`src/rtl/button_click_hold_detector_assert.svh`:
```
// assertion macros shared by the button click/hold detector rtl
// no dependencies; define NO_ASSERTIONS to compile the checks out
`ifndef BUTTON_CLICK_HOLD_DETECTOR_ASSERT_SVH
`define BUTTON_CLICK_HOLD_DETECTOR_ASSERT_SVH

`ifndef NO_ASSERTIONS

// check disabled while reset is asserted
`define BCHD_ASSERT(lbl, clk, rst_n, prop, msg) \
  lbl: assert property (@(posedge clk) disable iff (!rst_n) prop) else $error(msg);

// check that also runs through reset
`define BCHD_ASSERT_NR(lbl, clk, prop, msg) \
  lbl: assert property (@(posedge clk) prop) else $error(msg);

`else

`define BCHD_ASSERT(lbl, clk, rst_n, prop, msg)
`define BCHD_ASSERT_NR(lbl, clk, prop, msg)

`endif

`endif

```
`src/rtl/bchd_pkg.sv`:
```
// types and constants of the button click/hold detector
// no dependencies; imported by every rtl module of the block
`timescale 1ns / 1ps

package bchd_pkg;

  localparam int TIME_W      = 32;
  localparam int PIN_W       = 4;
  localparam int CODE_W      = 4;
  localparam int CFG_W       = 16;
  localparam int CFG_IDX_W   = 2;
  localparam int MAX_BUTTONS = 8;
  localparam int IN_TDATA_W  = 40;
  localparam int OUT_TDATA_W = 8;

  // configuration register indexes
  localparam logic [CFG_IDX_W-1:0] CFG_IDX_CHECK = 2'd0;
  localparam logic [CFG_IDX_W-1:0] CFG_IDX_CLICK = 2'd1;
  localparam logic [CFG_IDX_W-1:0] CFG_IDX_HOLD  = 2'd2;

  // reset values of the configuration registers
  localparam logic [CFG_W-1:0] CHECK_PERIOD_RST = 16'd10;
  localparam logic [CFG_W-1:0] CLICK_PERIOD_RST = 16'd50;
  localparam logic [CFG_W-1:0] HOLD_TIME_RST    = 16'd1000;

  localparam logic [CODE_W-1:0] EVT_NONE = 4'd0;

  typedef struct packed {
    logic [CFG_W-1:0] check_period;
    logic [CFG_W-1:0] click_period;
    logic [CFG_W-1:0] hold_time;
  } bchd_cfg_t;

  typedef struct packed {
    logic [PIN_W-1:0]  pin_levels;
    logic [TIME_W-1:0] time_ms;
  } bchd_item_t;

endpackage

```
`src/rtl/button_click_hold_detector.sv`:
```
// button click/hold detector: an accepted item is loaded into the input register and
// its result then into the result register; one item per clock while
// out_tready stays high, a stalled result holds both stages
// all button state updates on the edge that registers the item's result
// rst_n is synchronous: clears valids, marks, start times and last check time,
// loads check/click/hold with 10 / 50 / 1000 ms; uses bchd_pkg, bchd_cfg, bchd_eval
`timescale 1ns / 1ps
`include "button_click_hold_detector_assert.svh"

module button_click_hold_detector #(
  parameter int NUM_BUTTONS = 4
) (
  input  logic                             clk,
  input  logic                             rst_n,
  // input stream
  input  logic                             in_tvalid,
  output logic                             in_tready,
  input  logic [bchd_pkg::IN_TDATA_W-1:0]  in_tdata,   // [31:0] time_ms, [35:32] pin_levels
  // result stream
  output logic                             out_tvalid,
  input  logic                             out_tready,
  output logic [bchd_pkg::OUT_TDATA_W-1:0] out_tdata,  // [3:0] event_code
  // configuration writes
  input  logic                             cfg_valid,
  output logic                             cfg_ready,
  input  logic [bchd_pkg::CFG_IDX_W-1:0]   cfg_index,
  input  logic [bchd_pkg::CFG_W-1:0]       cfg_data
);
  import bchd_pkg::*;

  bchd_cfg_t         cfg;
  logic              s1_valid_r, s1_valid_nxt;
  bchd_item_t        s1_item_r, s1_item_nxt;
  logic              out_valid_r, out_valid_nxt;
  logic [CODE_W-1:0] out_code_r, out_code_nxt;
  logic [CODE_W-1:0] eval_code;
  logic              advance;
  logic              fire;
  logic              in_xfer;

  bchd_cfg u_cfg (
    .clk       (clk),
    .rst_n     (rst_n),
    .cfg_valid (cfg_valid),
    .cfg_ready (cfg_ready),
    .cfg_index (cfg_index),
    .cfg_data  (cfg_data),
    .cfg_out   (cfg)
  );

  bchd_eval #(
    .NUM_BUTTONS (NUM_BUTTONS)
  ) u_eval (
    .clk        (clk),
    .rst_n      (rst_n),
    .cfg        (cfg),
    .fire       (fire),
    .item       (s1_item_r),
    .event_code (eval_code)
  );

  // pipeline flow control
  assign advance   = !out_valid_r || out_tready;
  assign fire      = s1_valid_r && advance;
  assign in_tready = !s1_valid_r || advance;
  assign in_xfer   = in_tvalid && in_tready;

  // input register
  always_comb begin
    s1_valid_nxt = s1_valid_r;
    s1_item_nxt  = s1_item_r;
    if (in_tready) begin
      s1_valid_nxt = in_tvalid;
    end
    if (in_xfer) begin
      s1_item_nxt.time_ms    = in_tdata[TIME_W-1:0];
      s1_item_nxt.pin_levels = in_tdata[TIME_W+PIN_W-1:TIME_W];
    end
  end

  // result register
  always_comb begin
    out_valid_nxt = out_valid_r;
    out_code_nxt  = out_code_r;
    if (advance) begin
      out_valid_nxt = s1_valid_r;
      out_code_nxt  = eval_code;
    end
  end

  always_ff @(posedge clk) begin
    if (!rst_n) begin
      s1_valid_r  <= 1'b0;
      out_valid_r <= 1'b0;
    end else begin
      s1_valid_r  <= s1_valid_nxt;
      out_valid_r <= out_valid_nxt;
    end
  end

  always_ff @(posedge clk) begin
    s1_item_r  <= s1_item_nxt;
    out_code_r <= out_code_nxt;
  end

  assign out_tvalid = out_valid_r;
  assign out_tdata  = {{(OUT_TDATA_W-CODE_W){1'b0}}, out_code_r};

  // checks
  `BCHD_ASSERT(a_stall_blocks_input, clk, rst_n, s1_valid_r && !advance |-> !in_tready, "input taken while the input register is stalled")
  `BCHD_ASSERT(a_result_from_stage, clk, rst_n, $rose(out_tvalid) |-> $past(s1_valid_r), "result appeared without an item in the input register")
  `BCHD_ASSERT_NR(a_reset_clears_out, clk, !rst_n |=> !out_tvalid, "result valid after reset")

endmodule

```
`src/rtl/bchd_cfg.sv`:
```
// configuration register file of the button click/hold detector
// depends on bchd_pkg
`timescale 1ns / 1ps

module bchd_cfg (
  input  logic                           clk,
  input  logic                           rst_n,
  input  logic                           cfg_valid,
  output logic                           cfg_ready,
  input  logic [bchd_pkg::CFG_IDX_W-1:0] cfg_index,
  input  logic [bchd_pkg::CFG_W-1:0]     cfg_data,
  output bchd_pkg::bchd_cfg_t            cfg_out
);
  import bchd_pkg::*;

  bchd_cfg_t cfg_r, cfg_nxt;

  // writes are always taken
  assign cfg_ready = 1'b1;
  assign cfg_out   = cfg_r;

  // register decode, unknown indexes are dropped
  always_comb begin
    cfg_nxt = cfg_r;
    if (cfg_valid) begin
      unique case (cfg_index)
        CFG_IDX_CHECK: cfg_nxt.check_period = cfg_data;
        CFG_IDX_CLICK: cfg_nxt.click_period = cfg_data;
        CFG_IDX_HOLD:  cfg_nxt.hold_time    = cfg_data;
        default:       cfg_nxt = cfg_r;
      endcase
    end
  end

  always_ff @(posedge clk) begin
    if (!rst_n) begin
      cfg_r.check_period <= CHECK_PERIOD_RST;
      cfg_r.click_period <= CLICK_PERIOD_RST;
      cfg_r.hold_time    <= HOLD_TIME_RST;
    end else begin
      cfg_r <= cfg_nxt;
    end
  end

endmodule

```
`src/rtl/bchd_eval.sv`:
```
// per-button state and event evaluation with priority pick
// depends on bchd_pkg and the assertion macro header
`timescale 1ns / 1ps
`include "button_click_hold_detector_assert.svh"

module bchd_eval #(
  parameter int NUM_BUTTONS = 4
) (
  input  logic                        clk,
  input  logic                        rst_n,
  input  bchd_pkg::bchd_cfg_t         cfg,
  input  logic                        fire,
  input  bchd_pkg::bchd_item_t        item,
  output logic [bchd_pkg::CODE_W-1:0] event_code
);
  import bchd_pkg::*;

  logic [TIME_W-1:0]      last_check_r;
  logic [TIME_W-1:0]      start_r   [NUM_BUTTONS];
  logic [NUM_BUTTONS-1:0] clicked_r;
  logic [NUM_BUTTONS-1:0] held_r;

  logic [TIME_W-1:0]      start_nxt [NUM_BUTTONS];
  logic [NUM_BUTTONS-1:0] clicked_nxt;
  logic [NUM_BUTTONS-1:0] held_nxt;

  logic [TIME_W-1:0]      since_check;
  logic                   due;
  logic [MAX_BUTTONS-1:0] levels_wide;
  logic [NUM_BUTTONS-1:0] pressed;
  logic [TIME_W-1:0]      span      [NUM_BUTTONS];
  logic [NUM_BUTTONS-1:0] ev_click;
  logic [NUM_BUTTONS-1:0] ev_hold;
  logic [NUM_BUTTONS-1:0] blocked;
  logic                   seen;
  logic [CODE_W-1:0]      code;

  // check period gate, wrap-around difference
  assign since_check = item.time_ms - last_check_r;
  assign due         = since_check >= {{(TIME_W-CFG_W){1'b0}}, cfg.check_period};

  // buttons without a pin read a low level, i.e. pressed
  assign levels_wide = {{(MAX_BUTTONS-PIN_W){1'b0}}, item.pin_levels};
  assign pressed     = ~levels_wide[NUM_BUTTONS-1:0];

  // candidate update of every button, independent of the others
  always_comb begin
    for (int i = 0; i < NUM_BUTTONS; i++) begin
      span[i]        = item.time_ms - start_r[i];
      start_nxt[i]   = start_r[i];
      clicked_nxt[i] = clicked_r[i];
      held_nxt[i]    = held_r[i];
      ev_click[i]    = 1'b0;
      ev_hold[i]     = 1'b0;
      if (pressed[i]) begin
        if (!clicked_r[i] && span[i] >= {{(TIME_W-CFG_W){1'b0}}, cfg.click_period}) begin
          clicked_nxt[i] = 1'b1;
          start_nxt[i]   = item.time_ms;
        end else if (!held_r[i] &&
                     span[i] >= {{(TIME_W-CFG_W){1'b0}}, cfg.hold_time}) begin
          held_nxt[i] = 1'b1;
          ev_hold[i]  = 1'b1;
        end
      end else if (clicked_r[i]) begin
        clicked_nxt[i] = 1'b0;
        if (!held_r[i]) begin
          start_nxt[i] = item.time_ms;
          ev_click[i]  = 1'b1;
        end else begin
          held_nxt[i] = 1'b0;
        end
      end
    end
  end

  // priority pick: the lowest button with an event wins, later ones hold state
  always_comb begin
    seen = 1'b0;
    code = EVT_NONE;
    for (int i = 0; i < NUM_BUTTONS; i++) begin
      blocked[i] = seen;
      if (!seen && ev_hold[i]) begin
        code = CODE_W'(NUM_BUTTONS + i + 1);
      end else if (!seen && ev_click[i]) begin
        code = CODE_W'(i + 1);
      end
      seen = seen | ev_hold[i] | ev_click[i];
    end
  end

  assign event_code = due ? code : EVT_NONE;

  // state registers
  always_ff @(posedge clk) begin
    if (!rst_n) begin
      last_check_r <= '0;
      clicked_r    <= '0;
      held_r       <= '0;
      for (int i = 0; i < NUM_BUTTONS; i++) begin
        start_r[i] <= '0;
      end
    end else if (fire && due) begin
      last_check_r <= item.time_ms;
      for (int i = 0; i < NUM_BUTTONS; i++) begin
        if (!blocked[i]) begin
          start_r[i]   <= start_nxt[i];
          clicked_r[i] <= clicked_nxt[i];
          held_r[i]    <= held_nxt[i];
        end
      end
    end
  end

  // checks
  `BCHD_ASSERT(a_no_check_keeps_time, clk, rst_n, fire && !due |=> $stable(last_check_r), "last check time moved without a due check")
  `BCHD_ASSERT(a_check_takes_time, clk, rst_n, fire && due |=> last_check_r == $past(item.time_ms), "due check did not record the time")
  `BCHD_ASSERT(a_event_needs_check, clk, rst_n, event_code != EVT_NONE |-> due, "event reported outside a due check")

endmodule
```
`config.mk`:
```
export PLATFORM = sky130hd
export DESIGN_NAME = button_click_hold_detector
export DESIGN_NICKNAME = d
export VERILOG_FILES = /design/src/rtl/bchd_pkg.sv /design/src/rtl/button_click_hold_detector.sv /design/src/rtl/bchd_cfg.sv /design/src/rtl/bchd_eval.sv
export VERILOG_INCLUDE_DIRS = /design/src /design/src/rtl
export SDC_FILE = /design/constraint.sdc
export NUM_CORES = 1
export LEC_CHECK = 0
export ABC_AREA = 1
export BUFFER_PORTS_ARGS = -buffer_cell sky130_fd_sc_hd__buf_2
export CAP_MARGIN = 10
export CORE_MARGIN = 5
export CORE_UTILIZATION = 65
export DETAILED_ROUTE_END_ITERATION = 10
export PLACE_DENSITY_LB_ADDON = 0.1
export RECOVER_POWER = 100
export SETUP_SLACK_MARGIN = 0.2
export SYNTH_ARGS = -nofsm -noshare
export SYNTH_HDL_FRONTEND = slang
export SYNTH_SLANG_ARGS = --single-unit
```
`constraint.sdc`:
```
create_clock -name clk -period 7.6 [get_ports clk]
set_input_delay 0.76 -clock clk [delete_from_list [all_inputs] [get_ports clk]]
set_output_delay 0.76 -clock clk [all_outputs]
set_load 0.02 [all_outputs]
```
Word-level counts from Yosys, hierarchy flattened
Memories as Yosys holds them, arrays and structs flattened.
Index checks and enable logic that the tools add are counted.
Widths: inputs -> output; s select.

storage, ports and cells
  register bits after elaboration = 130
  bits in writable memories = 128
  input bits = 63
  output and inout port bits = 11
  memories = 1

memory list
  memory          words  bits a word  read ports  clocked after memory_dff  write ports  line             source
  u_eval.start_r  4      32           4           0                         4            bchd_eval.sv:19  logic [TIME_W-1:0] start_r [NUM_BUTTONS];

operators by class
  $add $sub $neg = 5
  order comparisons = 9
  equality and inequality tests = 14
  multiplexer cells = 92
  bitwise logic cells = 14
  reduce and logical (&&, ||, !) cells = 50

operator list
  operator            number
  $mux 32             20
  $ge 32x16->1        9
  $sub 32x32->32      5
  $mux 1              65
  $mux 4              7
  $ne 2x2->1 const B  12
  $logic_and 1x1->1   17
  $reduce_and 5->1    3
  $logic_not 1->1     13
  $or 1x1->1          9
  $reduce_and 3->1    3
  $reduce_and 2->1    4
  $reduce_bool 2->1   4
  $not 1->1           4
  $not 4->4           1
  $reduce_and 4->1    1
  $reduce_or 3->1     1
  $eq 2x1->1 const B  1
  $eq 2x2->1 const B  1
  $logic_not 2->1     1
  $logic_or 1x1->1    2
  $reduce_or 2->1     1

Logic depth before layout (Yosys ltp)
Gate-level depths: netlist of the first run.
An unclocked memory read counts as a cell.

  word-level depth = 17
  mapped depth = 28
  gate-level depth less buffers = 28

Modules after synthesis
Synthesis of the first run repeated with hierarchy kept, for this count alone.

unflattened totals
  cells, all modules = 3642
  area total of the unflattened synthesis = 24622.4 um^2

by module, submodules not included
  module                      times used  cells an instance  area an instance (um^2)  seq. area each (um^2)
  bchd_eval                   1           3291               21315.4                  4644.5
  bchd_cfg                    1           293                1976.9                   960.9
  button_click_hold_detector  1           58                 1330.0                   1241.2

Worst setup path before layout of the first run
OpenSTA, ideal clock, no wires.

  path kind = register to register
  start point = register s1_item_r[1] in the netlist's numbering
  end point = memory u_eval.start_r[2][0] (enable)
  data arrival time = 5360 ps
  slack = 1775 ps
  cell stages (with the launch flop) = 22
  buffers on the path = 0
  clock period less this slack = 5825 ps
  cells stage by stage = edfxtp_1 inv_1 fa_1 inv_1 nand3_1 nand3_1 nand2_1 nand2_1 nand2_1 nand2_1 xor2_1 ha_1 nand4_1 nor3_1 nand3_1 nand4_1 nand2_1 nand3_1 nand3_4 nor2_1 nand2_1 o21ai_0

RTL lines
  item                    line                               source
  from (decl)             button_click_hold_detector.sv:33   bchd_item_t s1_item_r, s1_item_nxt;
  from (signal assigned)  button_click_hold_detector.sv:102  s1_item_r <= s1_item_nxt;
  to (decl)               bchd_eval.sv:19

==> out/results.tsv, run 1 <==
stage	metric	value	unit
worst_setup_path	end_kind	register	
logic_synthesis	yosys.area.top_type_share	21.2	%
route	drt_iter0_markers	2810	
placed_design	port_buffers	64	
sta	hold_violations	0	
clocking	hold_buffers	0	
route	routed_wirelength	80.6	mm
finish	area_delta_synth_final	5.97	%
die	placeableCoreArea	36300	um^2
clocking	cts.sinks	258	
clocking	cts_buffers	25	
logic_synthesis	synth_edf_count	168	
logic_synthesis	synth_warnings	0	
die	dieHeight	201	um
die	ios	74	
sta	final-max-slew-violation-count	135	
sta	setup_viol	0	
logic_synthesis	yosysMostFrequentCell	nand2_1	
placed_design	placed_cells	3957	
placed_design	preCtsSetupSlack	1.63	ns
sta	max_slew_margin	-83.9	%
worst_setup_path	cp.arrival	7.12	ns
global_route	grt_pass1_vias	23600	
clocking	cts_tree	yes	
finish	final_core_util	69.4	%
clocking	ctsResizeCount	0	
clocking	clock_latency	0.57	ns
power_and_ir_drop	p_leak	12.9	nW
die	fp.dieW	201	um
sta	setup_tns	0	ns
worst_setup_path	worst-r2r-setup-slack	0.65	ns
sta	hold_slack	0.362	ns
logic_synthesis	syn_area	23800	um^2
logic_synthesis	synthCells	3456	
finish	final_cells	4003	
route	dr_total_vias	24000	
worst_hold_path	whs_endpoint	s1_item_r[35]	
finish	stdcell_area	25200	um^2
finish	insertedDiodeCount	0	
global_route	grt_first_pass_wirelength	123	mm
placed_design	post-dp-hpwl	64.9	mm
sta	skew	0.0311	ns
route	drtAntennaViolNets	0	
logic_synthesis	ys_seq_area_share	28.8	%
sta	period_share	91.5	%
logic_synthesis	yosysUniqueCellTypes	53	
sta	rsz0062_at_grt	no	
worst_setup_path	worstSetupPathType	register to register	
worst_setup_path	critPathRequiredTime	7.77	ns
clocking	cts_max_path_buffers	3	
clocking	clkTransAtPathRegs	0.07	ns
sta	max_freq	144	MHz
job	drv_cap	3	
worst_setup_path	worst-r2r-cell-count	16	
logic_synthesis	ys_ff_latch	258	
die	num_rows	70	
logic_synthesis	synthTopCellsByCount	936 x nand2_1, 642 x inv_1, 361 x nor2_1	
sta	worst_pin_slew	2.76	ns
global_route	track_usage	38.3	%
finish	nNetsFinal	3883	
worst_setup_path	timing.rr.start	s1_item_r[2]	
finish	drive_gt1_share	3.68	%
worst_setup_path	critPathLaunchType	register	
route	vias_per_cell	5.99	
global_route	globalRouteOverflowTotal	0	
die	fp.dieArea	40500	um^2
placed_design	dpl_cell_area	24500	um^2
worst_setup_path	crit_path_max_fanout	39	
route	post_drt_wl_per_cell	20.1	um
die	start_util	65.5	%
worst_hold_path	hold_start	in_tdata[35]	
route	drc	0	
power_and_ir_drop	ir_drop	0.000267	V
global_route	grt_antenna_before_repair	3	
logic_synthesis	synthFlopType	edfxtp_1	
run_status	status	finished, violations left	
power_and_ir_drop	p_per_area	200	nW/um^2
clocking	htreeDepth	1	
clocking	cts_root_buffer	clkbuf_16	
route	dr.pass1.iters	8	
logic_synthesis	synthTopCellsByArea	edfxtp_1 21%, ha_1 16%, nand2_1 15%, inv_1 10%, dfxtp_1 7.6%	
global_route	grt_max_degree	66	
logic_synthesis	async_reset_ff_share	0	%
sta	min_period	6.95	ns
sta	fin_ws	0.647	ns
worst_setup_path	reg2reg_to	u_eval.start_r[1][27]	
worst_hold_path	whs_path_depth	1	
logic_synthesis	avgSynthCellArea	6.88	um^2
worst_hold_path	holdCritPathClass	input port to register	
power_and_ir_drop	fin_total_pwr	5.05	mW
clocking	post_cts_buffers	0	
worst_setup_path	critPathLaunch	s1_item_r[2]	
placed_design	gp_congestion	1.06	
logic_synthesis	post-synth-top-area-cell	edfxtp_1	
run_status	violations	capacitance limit, slew limit	
-- logic make-up after synthesis --
| logic type | share of synthesized area (%) |
|---|---|
| DFF | 28.8 |
| AOI/OAI and AO/OA | 12.1 |
| and+or+nand+nor | 27.9 |
| other | 0.0316 |
| adders and majority gates | 16.1 |
| buffers and inverters | 11.4 |
| xor gates and xnor gates | 3.68 |
-- placed cells by master, fill, tap and decap left out, types with 25 or more instances in the layout --
cell,count
nand2_1,937
inv_1,643
nor2_1,363
ha_1,299
a21oi_1,257
edfxtp_1,168
nand3_1,134
o21ai_0,130
dfxtp_1,90
xor2_1,88
nor3_1,64
buf_2,53
nand4_1,51
o31ai_1,30
clkbuf_16,25
-- how the worst max path moves through the flow --
stage	cells after the start	end
2_1_floorplan	21	u_eval.start_r[2][0]
3_3_place_gp	25	u_eval.start_r[3][27]
3_5_place_dp	27	u_eval.start_r[3][31]
4_1_cts	27	u_eval.start_r[3][30]
5_1_grt	21	u_eval.start_r[1][30]
6_report	16	u_eval.start_r[1][27]
-- power breakdown --
group	total, mW	internal [mW]	switching, mW
Clock	1.32	0.753	0.571
Combinational	2.06	0.681	1.38
Sequential	1.67	1.60	0.0695
-- metal layers --
metal	track usage (%)	vias to the layer above	part of all wire (%)
met5	0	-	0.041
met4	20.6	6	6.5
met3	6.83	381	11
met2	65.2	1458	46
met1	46.4	10800	37
li1	-	11300	-
-- state kept, by name (all words and copies together) (netlist names) --
| signal | flops |
|---|---|
| u_cfg.cfg_out | 48 |
| u_eval.last_check_r | 32 |
| u_eval.start_r | 128 |
| u_eval.held_r | 4 |
| u_eval.clicked_r | 4 |
| out_tvalid | 1 |
| out_code_r | 4 |
| s1_valid_r | 1 |
| s1_item_r | 36 |
-- layout make-up --
cell class,instances,area [um^2]
Tap cell,468,586
Clock inverter,19,238
Fill cell,2988,11100
Timing Repair Buffer,73,359
Clock buffer,27,633
Multi-Input combinational cell,2505,14100
Sequential cell,258,6850
Inverter,653,2450
-- worst max-delay path, cell delays in order (launching register included) --
cell      delay [ns]
edfxtp_1        0.62
ha_1            0.45
a21oi_1         0.28
nand2_1         0.22
a21oi_2         0.35
o21ai_1         0.23
xor2_1          0.24
ha_1            0.38
nand2_1         0.12
nor3_1          0.47
nand3_1         0.22
nand4_1         0.27
nand2_1         0.34
inv_1           1.03
nand3_1         0.27
a32oi_2         0.26
clkbuf_2        0.75
(Power assumes the default switching activity.)
==> inputs of run 2 (changes only) <==
--- a/config.mk
+++ b/config.mk
@@ -6,11 +6,10 @@
 export SDC_FILE = /design/constraint.sdc
 export NUM_CORES = 1
 export LEC_CHECK = 0
-export ABC_AREA = 1
 export BUFFER_PORTS_ARGS = -buffer_cell sky130_fd_sc_hd__buf_2
 export CAP_MARGIN = 10
 export CORE_MARGIN = 5
-export CORE_UTILIZATION = 65
+export CORE_UTILIZATION = 64
 export DETAILED_ROUTE_END_ITERATION = 10
 export PLACE_DENSITY_LB_ADDON = 0.1
 export RECOVER_POWER = 100
==> run 2 against run 1 <==
Net effect:
- the run still ends with capacitance limit, slew limit left
- clock-buffer cell count is 11 higher
- synthesized cell count is 24% lower
- clock skew is 0.0071 ns lower
- area after synthesis is 5.2% lower
- cell count is 21% lower
- combinational power is 17% lower
- sequential share of layout area is 1.0 points higher
- wire length is 18% lower
- register-to-register slack worse by 0.16 ns
- power is 5.2% lower
- global-route usage is 5.7 points lower
- core utilization is 0.85 points higher
- highest routed layer unchanged
==> out/results.tsv, run 2 <==
stage	metric	value	unit	change
logic_synthesis	ys_ff_latch	258		unchanged
worst_setup_path	critPathTopFamily	simple AND/OR/NAND/NOR gates		unchanged
clocking	cts_max_path_buffers	3		unchanged
logic_synthesis	avgSynthCellArea	8.57	um^2	was 6.88 um^2
placed_design	port_buffers	64		unchanged
power_and_ir_drop	combinationalPowerShare	35.8	%	was 40.8%
sta	fin_ws	0.489	ns	was 0.647 ns
worst_setup_path	critPathLaunchType	register		unchanged
sta	worst_pin_slew	3.97	ns	was 2.76 ns
logic_synthesis	synthTopCellsByCount	299 x ha_1, 248 x inv_1, 240 x nand2_1		was 936 x nand2_1, 642 x inv_1, 361 x nor2_1
worst_setup_path	reg2reg_to	u_eval.start_r[2][26]		was u_eval.start_r[1][27]
sta	setup_tns	0	ns	unchanged
worst_setup_path	max_stage_delay	0.68	ns	was 1.03 ns
die	ios	74		unchanged
clocking	cts_root_buffer	clkbuf_16		unchanged
logic_synthesis	syn_area	22500	um^2	was 23800 um^2
worst_setup_path	timing.rr.start	s1_item_r[0]		was s1_item_r[2]
clocking	post_cts_buffers	0		unchanged
worst_setup_path	worst-r2r-setup-slack	0.49	ns	was 0.65 ns
finish	largest_reg_flops	128		unchanged
sta	period_share	93.6	%	was 91.5%
finish	mostFrequentLayoutCells	299 x ha_1, 249 x inv_1, 240 x nand2_1		was 937 x nand2_1, 643 x inv_1, 363 x nor2_1
placed_design	post-dp-hpwl	50.1	mm	was 64.9 mm
logic_synthesis	post-synth-top-area-cell	edfxtp_1		unchanged
sta	min_period	7.11	ns	was 6.95 ns
route	drtAntennaViolNets	0		unchanged
global_route	grt_first_pass_wirelength	103	mm	was 123 mm
logic_synthesis	async_reset_ff_share	0	%	unchanged
logic_synthesis	synthTopCellsByArea	edfxtp_1 22%, ha_1 17%, dfxtp_1 8.0%, a21oi_1 5.1%, inv_1 4.1%		was edfxtp_1 21%, ha_1 16%, nand2_1 15%, inv_1 10%, dfxtp_1 7.6%
die	start_util	65.1	%	was 65.5%
worst_setup_path	end_kind	register		unchanged
worst_hold_path	whs_path_depth	1		unchanged
logic_synthesis	muxShareOfSynthArea	2.01	%	was 0%
run_status	status	finished, violations left		unchanged
clocking	cts.sinks	258		unchanged
clocking	htreeDepth	1		unchanged
placed_design	dpl_cell_area	23400	um^2	was 24500 um^2
run_status	violations	capacitance limit, slew limit		unchanged
clocking	clkTransAtPathRegs	0.06	ns	was 0.07 ns
power_and_ir_drop	p_leak	10.2	nW	was 12.9 nW
route	drc	0		unchanged
logic_synthesis	yosys.area.top_type_share	22.4	%	was 21.2%
sta	max_slew_margin	-164	%	was -83.9%
job	drv_cap	4		was 3
placed_design	gp_congestion	1.01		was 1.06
logic_synthesis	synth_edf_count	168		unchanged
logic_synthesis	yosysUniqueCellTypes	94		was 53
route	vias_per_cell	6.44		was 5.99
logic_synthesis	synthCells	2630		was 3456
logic_synthesis	synth_compound_area_share	21.9	%	was 12.1%
worst_setup_path	critPathSlowestCell	nor4_1		was inv_1
worst_hold_path	holdCritPathClass	input port to register		unchanged
power_and_ir_drop	ir_drop	0.000219	V	was 0.000267 V
clocking	cts_buffers	30		was 25
die	dieHeight	198	um	was 201 um
worst_setup_path	crit_cells	24		was 16
logic_synthesis	synth_top_family_by_area	compound AO/OA/AOI/OAI gates		was simple AND/OR/NAND/NOR gates
power_and_ir_drop	p_sw	1.71	mW	was 2.02 mW
power_and_ir_drop	swShare	35.7	%	was 40.0%
logic_synthesis	yosysMostFrequentCell	ha_1		was nand2_1
sta	setup_viol	0		unchanged
route	post_drt_wl_per_cell	20.9	um	was 20.1 um
power_and_ir_drop	clkPwrFrac	30.3	%	was 26.2%
finish	nNetsFinal	3045		was 3883
finish	drive_gt1_share	6.51	%	was 3.68%
worst_setup_path	cp-endpoint	u_eval.start_r[2][26]		was u_eval.start_r[1][27]
worst_setup_path	critPathRequiredTime	7.88	ns	was 7.77 ns
clocking	cts_tree	yes		unchanged
finish	final_common_cell	ha_1		was nand2_1
power_and_ir_drop	fin_total_pwr	4.79	mW	was 5.05 mW
finish	final_core_util	70.2	%	was 69.4%
global_route	track_usage	32.6	%	was 38.3%
route	dr_total_vias	20400		was 24000
die	num_rows	68		was 70
sta	skew	0.0240	ns	was 0.0311 ns
finish	top_register	u_eval.start_r		unchanged
sta	hold_violations	0		unchanged
worst_setup_path	worst-r2r-cell-count	24		was 16
die	placeableCoreArea	34600	um^2	was 36300 um^2
worst_setup_path	path_buf_inv	4		was 2
logic_synthesis	synth_xor_area_share	4.04	%	was 3.68%
worst_setup_path	crit_chain	inv_1 -> ha_1 -> inv_1 -> fa_1 -> a211oi_1 -> o21a_1 -> nor2_1 -> nor2_1 -> xnor2_1 -> ha_1 -> a21oi_1 -> nand2_1 -> a211oi_1 -> o22ai_1 -> or4b_1 -> a2111oi_0 -> o2111ai_1 -> nor4_1 -> buf_4 -> nor2_4 -> nand2b_4 -> or2_1 -> o21ai_0 -> buf_4		was ha_1 -> a21oi_1 -> nand2_1 -> a21oi_2 -> o21ai_1 -> xor2_1 -> ha_1 -> nand2_1 -> nor3_1 -> nand3_1 -> nand4_1 -> nand2_1 -> inv_1 -> nand3_1 -> a32oi_2 -> clkbuf_2
worst_setup_path	cp.arrival	7.39	ns	was 7.12 ns
clocking	ctsResizeCount	0		unchanged
logic_synthesis	ys_seq_area_share	30.4	%	was 28.8%
logic_synthesis	synth_fa_ha_area_share	17.0	%	was 16.1%
route	dr.pass1.iters	7		was 8
worst_setup_path	worstSetupPathType	register to register		unchanged
placed_design	preCtsSetupSlack	1.04	ns	was 1.63 ns
logic_synthesis	synth_warnings	0		unchanged
finish	stdcell_area	24300	um^2	was 25200 um^2
power_and_ir_drop	p_per_area	197	nW/um^2	was 200 nW/um^2
worst_setup_path	crit_path_max_fanout	35		was 39
worst_setup_path	critPathLaunch	s1_item_r[0]		was s1_item_r[2]
clocking	hold_buffers	0		unchanged
clocking	clock_latency	0.60	ns	was 0.57 ns
route	routed_wirelength	66.1	mm	was 80.6 mm
route	drt_iter0_markers	1717		was 2810
global_route	grt_antenna_before_repair	5		was 3
global_route	grt_pass1_vias	19600		was 23600
global_route	globalRouteOverflowTotal	0		unchanged
sta	max_freq	141	MHz	was 144 MHz
logic_synthesis	synthFlopType	edfxtp_1		unchanged
die	fp.dieArea	39100	um^2	was 40500 um^2
power_and_ir_drop	seqPwrFrac	34.0	%	was 33.0%
sta	final-max-slew-violation-count	188		was 135
power_and_ir_drop	p_int	3.08	mW	was 3.03 mW
global_route	grt_max_degree	79		was 66
die	fp.dieW	198	um	was 201 um
finish	area_delta_synth_final	7.83	%	was 5.97%
sta	rsz0062_at_grt	no		unchanged
logic_synthesis	synth_simple_gate_area_share	18.8	%	was 27.9%
## run 2: cell type report
| type | count | area [um^2] |
|---|---|---|
| clock inverters | 18 | 170 |
| clock buffers | 38 | 802 |
| diodes | 4 | 10.0 |
| inverters | 249 | 935 |
| flip-flops and latches | 258 | 6850 |
| well taps | 455 | 569 |
| multi-input cells | 2039 | 14400 |
| repair buffers | 100 | 571 |
| fillers | 2814 | 10300 |
## run 2: worst min-delay path by stage
stage | endpoint | slack (ns) | start
3_3_place_gp | u_cfg.cfg_out[1] | 0.44 | u_cfg.cfg_out[1]
6_report | s1_item_r[3] | 0.34 | in_tdata[3]
4_1_cts | s1_item_r[31] | 0.33 | in_tdata[31]
5_1_grt | s1_item_r[31] | 0.33 | in_tdata[31]
2_1_floorplan | u_cfg.cfg_out[10] | 0.44 | u_cfg.cfg_out[10]
3_5_place_dp | u_cfg.cfg_out[25] | 0.45 | u_cfg.cfg_out[25]
## run 2: metal layers
metal,GRT usage (%),vias up,routed length (um)
li1,-,9676,-
met1,43.6,9636,27800
met2,54.2,879,30600
met3,4.49,173,5150
met4,12.0,2,2470
met5,0,-,13
## run 2: cell families after synthesis
| group | Yosys count |
|---|---|
| AOI/OAI and AO/OA | 749 |
| xor gates and xnor gates | 104 |
| buffers and inverters | 336 |
| and+or+nand+nor | 832 |
| DFF | 258 |
| other | 2 |
| adders and majority gates | 304 |
| muxes | 45 |
## run 2: worst reg2reg max path: stages, from the launching register on
cell and delay [ns]:
edfxtp_1 0.49, inv_1 0.34, ha_1 0.27, inv_1 0.06, fa_1 0.41, a211oi_1 0.27, o21a_1 0.27, nor2_1 0.07
nor2_1 0.18, xnor2_1 0.16, ha_1 0.30, a21oi_1 0.17, nand2_1 0.07, a211oi_1 0.31, o22ai_1 0.12, or4b_1 0.53
a2111oi_0 0.52, o2111ai_1 0.18, nor4_1 0.68, buf_4 0.36, nor2_4 0.18, nand2b_4 0.18, or2_1 0.15, o21ai_0 0.10
buf_4 0.42
## run 2: power groups by stage
stage          Combinational [mW]  Clock [mW]  Sequential, mW
2_1_floorplan                1.22           0            1.65
3_3_place_gp                 1.60           0            1.65
3_5_place_dp                 1.66           0            1.65
4_1_cts                      1.68        1.46            1.62
5_1_grt                      1.88        1.53            1.63
6_report                     1.71        1.45            1.63
## run 2: per-stage QoR
stage	std cells	hold slack, ns
floorplan	2633	0.436
global route	3160	0.328
detailed placement	3101	0.447
finish	3161	0.343
global placement	3101	0.441
CTS	3157	0.330
